==> src/assert_macros.svh <==
// ----------------------------------------------------------------------------
// assert_macros.svh
// assertion helpers shared by the valve control rtl
// ----------------------------------------------------------------------------
`ifndef ASSERT_MACROS_SVH
`define ASSERT_MACROS_SVH

`ifndef SYNTHESIS

// clocked property, muted while reset is held
`define ASSERT_CLK(lbl, clk, rst_n, prop, msg) \
    lbl: assert property (@(posedge clk) disable iff (!rst_n) prop) else $error(msg);

// clocked property, checked on every edge
`define ASSERT_ALWAYS(lbl, clk, prop, msg) \
    lbl: assert property (@(posedge clk) prop) else $error(msg);

`else

`define ASSERT_CLK(lbl, clk, rst_n, prop, msg)
`define ASSERT_ALWAYS(lbl, clk, prop, msg)

`endif

`endif

==> src/tdv_pkg.sv <==
// ----------------------------------------------------------------------------
// tdv_pkg
// shared types and constants of the touch dispense valve control
// ----------------------------------------------------------------------------
`timescale 1ns / 1ps
`default_nettype none

package tdv_pkg;

    localparam int unsigned NUM_PADS    = 4;
    localparam int unsigned RD_W        = 16;
    localparam int unsigned PRESET_W    = 20;
    localparam int unsigned PACKED_W    = 60;
    localparam logic [31:0] MAX_ON_MS   = 32'd600000;
    localparam logic [15:0] THR_RESET   = 16'd58982;
    localparam logic [15:0] PERIOD_RESET = 16'd10;

    // configuration register indexes
    localparam logic [2:0] CFG_THR0        = 3'd0;
    localparam logic [2:0] CFG_THR1        = 3'd1;
    localparam logic [2:0] CFG_THR2        = 3'd2;
    localparam logic [2:0] CFG_THR3        = 3'd3;
    localparam logic [2:0] CFG_PRESET_TIME = 3'd4;
    localparam logic [2:0] CFG_PRESET_VOL  = 3'd5;
    localparam logic [2:0] CFG_LIMIT_TIME  = 3'd6;
    localparam logic [2:0] CFG_PERIOD      = 3'd7;

    typedef enum logic [1:0] {
        CAUSE_NONE     = 2'd0,
        CAUSE_LIMIT    = 2'd1,
        CAUSE_SAFETY   = 2'd2,
        CAUSE_STOP_PAD = 2'd3
    } t_cause;

    typedef struct packed {
        logic [NUM_PADS-1:0][RD_W-1:0] thr;
        logic [PACKED_W-1:0]           preset_times;
        logic [PACKED_W-1:0]           preset_volumes;
        logic                          limit_by_time;
        logic [15:0]                   period;
    } t_cfg;

endpackage

`default_nettype wire

==> src/touch_dispense_valve_control.sv <==
// ----------------------------------------------------------------------------
// touch_dispense_valve_control
// touch pad driven dispense valve with preset time or volume and safety cutoff
// ----------------------------------------------------------------------------
// path: an accepted input beat is held in the input register, its result beat in the result register on m_axis
// throughput: one tick per cycle; input register feeds one pass of compare and
//   valve logic into the result register; a held result beat stalls the input
//   once the input register is full
// reset: synchronous active low; clears pad history, flags, valve state and
//   loads register defaults (threshold 58982, period 10, limit by time)
`timescale 1ns / 1ps
`default_nettype none

`include "assert_macros.svh"

module touch_dispense_valve_control (
    input  wire logic         i_clk,
    input  wire logic         i_rst_n,
    // configuration write channel
    input  wire logic         i_cfg_valid,
    output logic              o_cfg_ready,
    input  wire logic [2:0]   i_cfg_addr,
    input  wire logic [59:0]  i_cfg_data,
    // tick stream in
    input  wire logic         s_axis_tvalid,
    output logic              s_axis_tready,
    // pad0_reading[15:0], pad1_reading[31:16], pad2_reading[47:32],
    // pad3_reading[63:48], pulse_count[95:64], now_ms[127:96]
    input  wire logic [127:0] s_axis_tdata,
    // result stream out
    output logic              m_axis_tvalid,
    input  wire logic         m_axis_tready,
    // valve_drive[0], touched_mask[4:1], stop_cause[6:5], zero[7]
    output logic [7:0]        m_axis_tdata
);
    import tdv_pkg::*;

    t_cfg r_cfg;

    // input register
    logic                          r_in_valid;
    logic [NUM_PADS-1:0][RD_W-1:0] r_rd;
    logic [31:0]                   r_pulses;
    logic [31:0]                   r_now;

    // valve state
    logic                r_valve_on;
    logic [31:0]         r_start_time;
    logic [31:0]         r_start_pulses;
    logic [PRESET_W-1:0] r_time_limit;
    logic [PRESET_W-1:0] r_vol_limit;

    // result register
    logic                r_out_valid;
    logic                r_out_drive;
    logic [NUM_PADS-1:0] r_out_flags;
    t_cause              r_out_cause;

    logic                advance;
    logic [NUM_PADS-1:0] flags;

    logic                n_valve_on;
    logic [31:0]         n_start_time;
    logic [31:0]         n_start_pulses;
    logic [PRESET_W-1:0] n_time_limit;
    logic [PRESET_W-1:0] n_vol_limit;
    logic                n_drive;
    t_cause              n_cause;
    logic [31:0]         elapsed;
    logic [31:0]         dispensed;
    logic                over;

    assign o_cfg_ready = 1'b1;

    always_ff @(posedge i_clk) begin
        if (!i_rst_n) begin
            r_cfg.thr            <= {NUM_PADS{THR_RESET}};
            r_cfg.preset_times   <= '0;
            r_cfg.preset_volumes <= '0;
            r_cfg.limit_by_time  <= 1'b1;
            r_cfg.period         <= PERIOD_RESET;
        end else if (i_cfg_valid) begin
            unique case (i_cfg_addr)
                CFG_THR0:        r_cfg.thr[0] <= i_cfg_data[15:0];
                CFG_THR1:        r_cfg.thr[1] <= i_cfg_data[15:0];
                CFG_THR2:        r_cfg.thr[2] <= i_cfg_data[15:0];
                CFG_THR3:        r_cfg.thr[3] <= i_cfg_data[15:0];
                CFG_PRESET_TIME: r_cfg.preset_times <= i_cfg_data;
                CFG_PRESET_VOL:  r_cfg.preset_volumes <= i_cfg_data;
                CFG_LIMIT_TIME:  r_cfg.limit_by_time <= i_cfg_data[0];
                CFG_PERIOD:      r_cfg.period <= i_cfg_data[15:0];
            endcase
        end
    end

    assign advance       = r_in_valid && (!r_out_valid || m_axis_tready);
    assign s_axis_tready = !r_in_valid || advance;

    always_ff @(posedge i_clk) begin
        if (!i_rst_n) begin
            r_in_valid <= 1'b0;
        end else if (s_axis_tready) begin
            r_in_valid <= s_axis_tvalid;
        end
    end

    always_ff @(posedge i_clk) begin
        if (s_axis_tready && s_axis_tvalid) begin
            r_rd     <= s_axis_tdata[63:0];
            r_pulses <= s_axis_tdata[95:64];
            r_now    <= s_axis_tdata[127:96];
        end
    end

    tdv_touch_eval u_touch (
        .i_clk      (i_clk),
        .i_rst_n    (i_rst_n),
        .i_cfg      (r_cfg),
        .i_step     (advance),
        .i_readings (r_rd),
        .o_flags    (flags)
    );

    always_comb begin
        n_valve_on     = r_valve_on;
        n_start_time   = r_start_time;
        n_start_pulses = r_start_pulses;
        n_time_limit   = r_time_limit;
        n_vol_limit    = r_vol_limit;
        n_cause        = CAUSE_NONE;

        // first touched preset pad wins
        if (!r_valve_on) begin
            priority if (flags[1]) begin
                n_time_limit = r_cfg.preset_times[0 +: PRESET_W];
                n_vol_limit  = r_cfg.preset_volumes[0 +: PRESET_W];
                n_valve_on   = 1'b1;
            end else if (flags[2]) begin
                n_time_limit = r_cfg.preset_times[PRESET_W +: PRESET_W];
                n_vol_limit  = r_cfg.preset_volumes[PRESET_W +: PRESET_W];
                n_valve_on   = 1'b1;
            end else if (flags[3]) begin
                n_time_limit = r_cfg.preset_times[2*PRESET_W +: PRESET_W];
                n_vol_limit  = r_cfg.preset_volumes[2*PRESET_W +: PRESET_W];
                n_valve_on   = 1'b1;
            end else begin
                n_valve_on   = 1'b0;
            end
            if (n_valve_on) begin
                n_start_time   = r_now;
                n_start_pulses = r_pulses;
            end
        end

        if (flags[0] && n_valve_on) begin
            n_valve_on = 1'b0;
            n_cause    = CAUSE_STOP_PAD;
        end

        n_drive   = n_valve_on;
        elapsed   = r_now - n_start_time;
        dispensed = r_pulses - n_start_pulses;
        over      = r_cfg.limit_by_time ? (elapsed > {12'd0, n_time_limit})
                                        : (dispensed > {12'd0, n_vol_limit});

        // limits act after the valve was driven this tick
        if (n_valve_on) begin
            if (over) begin
                n_cause = CAUSE_LIMIT;
            end
            if (elapsed > MAX_ON_MS) begin
                n_cause = CAUSE_SAFETY;
            end
            if (over || elapsed > MAX_ON_MS) begin
                n_valve_on = 1'b0;
            end
        end
    end

    always_ff @(posedge i_clk) begin
        if (!i_rst_n) begin
            r_valve_on     <= 1'b0;
            r_start_time   <= '0;
            r_start_pulses <= '0;
            r_time_limit   <= '0;
            r_vol_limit    <= '0;
        end else if (advance) begin
            r_valve_on     <= n_valve_on;
            r_start_time   <= n_start_time;
            r_start_pulses <= n_start_pulses;
            r_time_limit   <= n_time_limit;
            r_vol_limit    <= n_vol_limit;
        end
    end

    always_ff @(posedge i_clk) begin
        if (!i_rst_n) begin
            r_out_valid <= 1'b0;
        end else if (advance) begin
            r_out_valid <= 1'b1;
        end else if (m_axis_tready) begin
            r_out_valid <= 1'b0;
        end
    end

    always_ff @(posedge i_clk) begin
        if (advance) begin
            r_out_drive <= n_drive;
            r_out_flags <= flags;
            r_out_cause <= n_cause;
        end
    end

    assign m_axis_tvalid = r_out_valid;
    assign m_axis_tdata  = {1'b0, r_out_cause, r_out_flags, r_out_drive};

    `ASSERT_CLK(a_stop_pad_closes, i_clk, i_rst_n, (r_out_valid && r_out_cause == CAUSE_STOP_PAD) |-> !r_out_drive, "stop pad beat shows valve driven")
    `ASSERT_CLK(a_cause_closes, i_clk, i_rst_n, (advance && n_cause != CAUSE_NONE) |=> !r_valve_on, "valve left open after a stop")
    `ASSERT_CLK(a_free_when_empty, i_clk, i_rst_n, !r_out_valid |-> s_axis_tready, "input stalled while result register empty")
    `ASSERT_CLK(a_cause_needs_open, i_clk, i_rst_n, (advance && !r_valve_on && flags[3:1] == '0) |-> (n_cause == CAUSE_NONE), "stop reported with valve closed")

endmodule

`default_nettype wire

==> src/tdv_touch_eval.sv <==
// ----------------------------------------------------------------------------
// tdv_touch_eval
// keeps previous pad readings and judges touches every sample period
// ----------------------------------------------------------------------------
`timescale 1ns / 1ps
`default_nettype none

`include "assert_macros.svh"

module tdv_touch_eval (
    input  wire logic                                          i_clk,
    input  wire logic                                          i_rst_n,
    input  wire tdv_pkg::t_cfg                                 i_cfg,
    input  wire logic                                          i_step,
    input  wire logic [tdv_pkg::NUM_PADS-1:0][tdv_pkg::RD_W-1:0] i_readings,
    output logic      [tdv_pkg::NUM_PADS-1:0]                  o_flags
);
    import tdv_pkg::*;

    logic [NUM_PADS-1:0][RD_W-1:0] r_prev;
    logic [NUM_PADS-1:0][RD_W-1:0] n_prev;
    logic [NUM_PADS-1:0]           r_flags;
    logic [NUM_PADS-1:0]           n_flags;
    logic                          r_primed;
    logic [15:0]                   r_cnt;
    logic [15:0]                   n_cnt;
    logic [NUM_PADS-1:0]           eval_flags;
    logic [15:0]                   period;
    logic [16:0]                   cnt_inc;

    // ratio test as a cross multiply: reading * 2^16 < thr * kept
    always_comb begin
        for (int i = 0; i < NUM_PADS; i++) begin
            eval_flags[i] = (r_prev[i] != '0) &&
                ({i_readings[i], 16'd0} <
                 ({16'd0, i_cfg.thr[i]} * {16'd0, r_prev[i]}));
        end
    end

    assign period  = (i_cfg.period == '0) ? 16'd1 : i_cfg.period;
    assign cnt_inc = {1'b0, r_cnt} + 17'd1;

    always_comb begin
        n_prev  = r_prev;
        n_flags = r_flags;
        n_cnt   = r_cnt;
        if (!r_primed) begin
            n_prev = i_readings;
        end else begin
            if (r_cnt == '0) begin
                n_flags = eval_flags;
                n_prev  = i_readings;
            end
            n_cnt = (cnt_inc >= {1'b0, period}) ? 16'd0 : cnt_inc[15:0];
        end
    end

    always_ff @(posedge i_clk) begin
        if (!i_rst_n) begin
            r_prev   <= '0;
            r_flags  <= '0;
            r_primed <= 1'b0;
            r_cnt    <= '0;
        end else if (i_step) begin
            r_prev   <= n_prev;
            r_flags  <= n_flags;
            r_primed <= 1'b1;
            r_cnt    <= n_cnt;
        end
    end

    // flags as they stand after this tick
    assign o_flags = n_flags;

    `ASSERT_CLK(a_unprimed_quiet, i_clk, i_rst_n, !r_primed |-> (r_flags == '0 && r_cnt == '0), "touch flags or counter moved before priming")
    `ASSERT_CLK(a_prime_once, i_clk, i_rst_n, (i_step && !r_primed) |=> (r_primed && $stable(r_flags)), "priming tick changed touch flags")
    `ASSERT_CLK(a_hold_between, i_clk, i_rst_n, (i_step && r_primed && r_cnt != '0) |=> $stable(r_flags), "flags changed off an evaluation tick")

endmodule

`default_nettype wire

==> config.mk <==
export PLATFORM = sky130hd
export DESIGN_NAME = touch_dispense_valve_control
export DESIGN_NICKNAME = d
export VERILOG_FILES = /design/src/tdv_pkg.sv /design/src/touch_dispense_valve_control.sv /design/src/tdv_touch_eval.sv
export VERILOG_INCLUDE_DIRS = /design/src /design/src/src
export SDC_FILE = /design/constraint.sdc
export NUM_CORES = 2
export LEC_CHECK = 0
export BUFFER_PORTS_ARGS = -buffer_cell sky130_fd_sc_hd__buf_2
export CAP_MARGIN = 15
export CORE_MARGIN = 1.5
export CORE_UTILIZATION = 60
export DETAILED_ROUTE_END_ITERATION = 10
export PLACE_DENSITY = 0.79
export SKIP_LAST_GASP = 1
export SYNTH_ARGS = -nofsm -noshare
export SYNTH_HDL_FRONTEND = slang
export SYNTH_SLANG_ARGS = --single-unit
==> constraint.sdc <==
create_clock -name i_clk -period 17.2 [get_ports i_clk]
set_input_delay 2.58 -clock i_clk [delete_from_list [all_inputs] [get_ports i_clk]]
set_output_delay 2.58 -clock i_clk [all_outputs]
set_load 0.03 [all_outputs]
==> impl_metrics.yaml <==
global_routing:
  grt_pass1_wl_um: 266000
  use_met1_pct: 42.3
  met2_usage_pct: 53.5
  grt_max_degree: 117
  grt-ovfl-total: 0
  antenna_found_initial: 14
  busiest_layer: "met2"
  track_usage_pct: 32.5
  grt_pass1_vias: 49500
  use_met3_pct: 6.98
layout:
  layout_commonest_cell: "nand2_1"
  nets: 8552
  syn_to_final_growth_pct: 6.80
  layout_common_cells: "nand2_1 (1368), inv_1 (965), fa_1 (778), ha_1 (600), and2_1 (483)"
  nFillCells: 8346
  stdcell_count: 8409
  drive_above_1_share_pct: 5.94
synth:
  syn-instance-count: 7035
  syn_nets: 8609
  yosysSeqAreaShare_pct: 19.4
  yosysWarnings: 0
  async_flop_share_pct: 0
  netlist_area_um2: 61300
  ys_ff_latch: 528
  syn_avg_cell_area_um2: 8.71
  ys_types: 96
  synth_edf_count: 135
  synth_ff_type: "dfxtp_1"
timing:
  hold_violations: 0
  tightestPinTransition_ns: 1.11
  finalSetupTns_ns: 0
  max_freq_mhz: 64.0
  setup_viol: 0
  rsz0062_at_grt: "no"
  relSlewSlack_pct: 25.5
  final-max-slew-violation-count: 0
  post-route-min-period_ns: 15.63
  finalCritPeriodShare_pct: 90.9
  finClkSkew_ns: 0.0436
routing:
  routed_wl_um: 167000
  wl_per_cell_um: 19.8
  antenna_left: 0
  drt-vias-per-instance: 5.86
  drt_iter0_markers: 3972
  dr_total_vias: 49300
  drc: 0
  dr.pass1.iters: 7
power_and_ir_drop:
  p_per_area_nw_per_um2: 75.8
  vdd_drop_max_uv: 87.5
  leakagePower_nw: 30.3
setup_path:
  start_kind: "flip-flop"
  path_class: "flip-flop to flip-flop"
  slowest_stage: "dfxtp_1"
  worstPathArrival_ns: 16.01
  crit_top_cell: "fa_1"
  cp_slowest_stage_delay_ns: 0.82
  worst_setup_path_end_kind: "flip-flop"
  path_max_fanout: 53
  required_ns: 17.58
floorplan:
  start_util_pct: 60.3
  row_count: 117
  fp.dieW_um: 323
  die_h_um: 323
  coreArea_um2: 102000
  dieArea_um2: 104000
  io_pins: 207
cts:
  root_buffer: "clkbuf_16"
  cts_buffers: 67
  clk_latency_ns: 0.66
  postCtsSetupBuffers: 0
  clkTransAtPathRegs_ns: 0.06
  ctsHtreeMaxLevel: 3
  cts_tree: "done"
  cts.repair.resized: 0
  clockBufferDepth: 3
  hold_buffers: 0
  cts.sinks: 528
place:
  io_buffers: 204
  place_hpwl_um: 123000
  placed_cells: 8276
  gp_congestion: 0.957
job:
  maxCapViolCount: 0
worst_hold_path:
  hp-class: "flip-flop to flip-flop"
run_status:
  outcome: "finished, final reports clean"
==> kinds of logic after synthesis <==
group                    count (synthesis)  synth area share [%]
multiplexers                            72                  1.18
other                                    2                0.0122
XOR/XNOR                               149                  2.13
buffers and inverters                 1348                  8.33
adder cells (fa/ha/maj)               1379                  37.7
AO/OA/AOI/OAI                         1069                  12.3
AND/OR/NAND/NOR                       2488                  18.9
flip-flops                             528                  19.4
==> stage by stage <==
step	area (um^2)	worst slack, ns	hold WS (ns)	util, %	total power [mW]
after floorplan	61300	3.91	0.440	-	2.87
after global routing	65500	0.622	0.485	64.4	5.28
after global placement	63000	2.04	0.451	62.0	3.34
after detailed placement	63000	1.75	0.457	62.0	3.40
after CTS	65400	1.69	0.465	64.4	4.96
final	65500	1.57	0.465	64.4	4.96
==> report_power, final <==
group          internal (mW)  switching [mW]  total, mW
Clock                  0.911           0.637       1.55
Combinational          0.830            1.17       2.00
Sequential              1.33          0.0856       1.41
Total                   3.07            1.89       4.96
==> synthesized netlist by cell type (13+ instances only) <==
library cell / count / area, um^2
nand2_1: 1369 / 5140
xnor2_1: 84 / 736
nor3_1: 56 / 280
or3_1: 17 / 106
o21bai_1: 21 / 158
o21ai_0: 163 / 816
o211ai_1: 50 / 375
buf_1: 13 / 48.8
a21oi_1: 179 / 896
a21boi_0: 253 / 1900
nor4_1: 33 / 206
dfxtp_1: 393 / 7870
edfxtp_1: 135 / 4050
nor2b_1: 38 / 238
a2111oi_0: 13 / 114
xor2_1: 65 / 569
a21boi_1: 27 / 203
and2_1: 484 / 3030
o21ai_1: 13 / 65.1
buf_2: 13 / 65.1
clkbuf_1: 349 / 1310
a211oi_1: 24 / 180
ha_1: 600 / 7510
nor2_1: 149 / 559
o21a_1: 43 / 323
and3_1: 21 / 131
o211a_1: 66 / 661
o31ai_1: 17 / 128
nand4_1: 44 / 275
mux2i_1: 71 / 711
fa_1: 778 / 15600
inv_1: 965 / 3620
nand2b_1: 36 / 225
a21o_1: 61 / 458
a31oi_1: 27 / 169
nand3_1: 172 / 861
==> final cells by class <==
class	count	area [um^2]	area share [%]
tap	1368	1710	2.61
timing repair buffer	256	1440	2.20
clock buffer	85	1800	2.74
inverter	966	3630	5.54
multi-input combinational	5159	44300	67.7
clock inverter	38	612	0.934
sequential	528	11900	18.2
antenna	9	22.5	0.0344
==> path summary, 6_finish.rpt <==
check,startpoint,end,slack (ns),cells after the start
hold / removal,r_cfg[101]$_SDFFE_PN0P_,r_cfg[101]$_SDFFE_PN0P_,0.47,2
hold reg to reg,r_cfg[101]$_SDFFE_PN0P_,r_cfg[101]$_SDFFE_PN0P_,0.47,2
setup / recovery,r_cfg[196]$_SDFFE_PN0P_,r_out_cause[0]$_DFFE_PP_,1.57,53
setup reg to reg,r_cfg[196]$_SDFFE_PN0P_,r_out_cause[0]$_DFFE_PP_,1.57,53
==> worst max-delay path: cells and delay by family, from the launching register on <==
| family | cells | cell delay [ns] |
|---|---|---|
| adder cells (fa/ha/maj) | 10 | 4.31 |
| AO/OA/AOI/OAI | 26 | 6.62 |
| XOR/XNOR | 2 | 0.31 |
| flip-flops | 1 | 0.82 |
| AND/OR/NAND/NOR | 9 | 1.53 |
| multiplexers | 1 | 0.32 |
| buffers and inverters | 5 | 1.35 |
==> layer usage <==
layer	vias to the layer above	part of all wire, %
met5	-	0.062
met4	18	3.8
met3	400	8.9
met2	2048	47
met1	24200	40
li1	22600	-
==> state kept, by name, indices dropped and copies added (netlist names) <==
| register | cells |
|---|---|
| u_touch.r_prev | 64 |
| r_out_cause | 2 |
| r_out_drive | 1 |
| r_now | 32 |
| r_out_flags | 4 |
| r_start_time | 32 |
| r_pulses | 32 |
| m_axis_tvalid | 1 |
| u_touch.r_flags | 4 |
| r_cfg | 201 |
| r_start_pulses | 32 |
| r_vol_limit | 20 |
| r_valve_on | 1 |
| r_in_valid | 1 |
| u_touch.r_cnt | 16 |
| r_time_limit | 20 |
| u_touch.r_primed | 1 |
| r_rd | 64 |
Note: power is estimated with default switching activity, not from simulation.
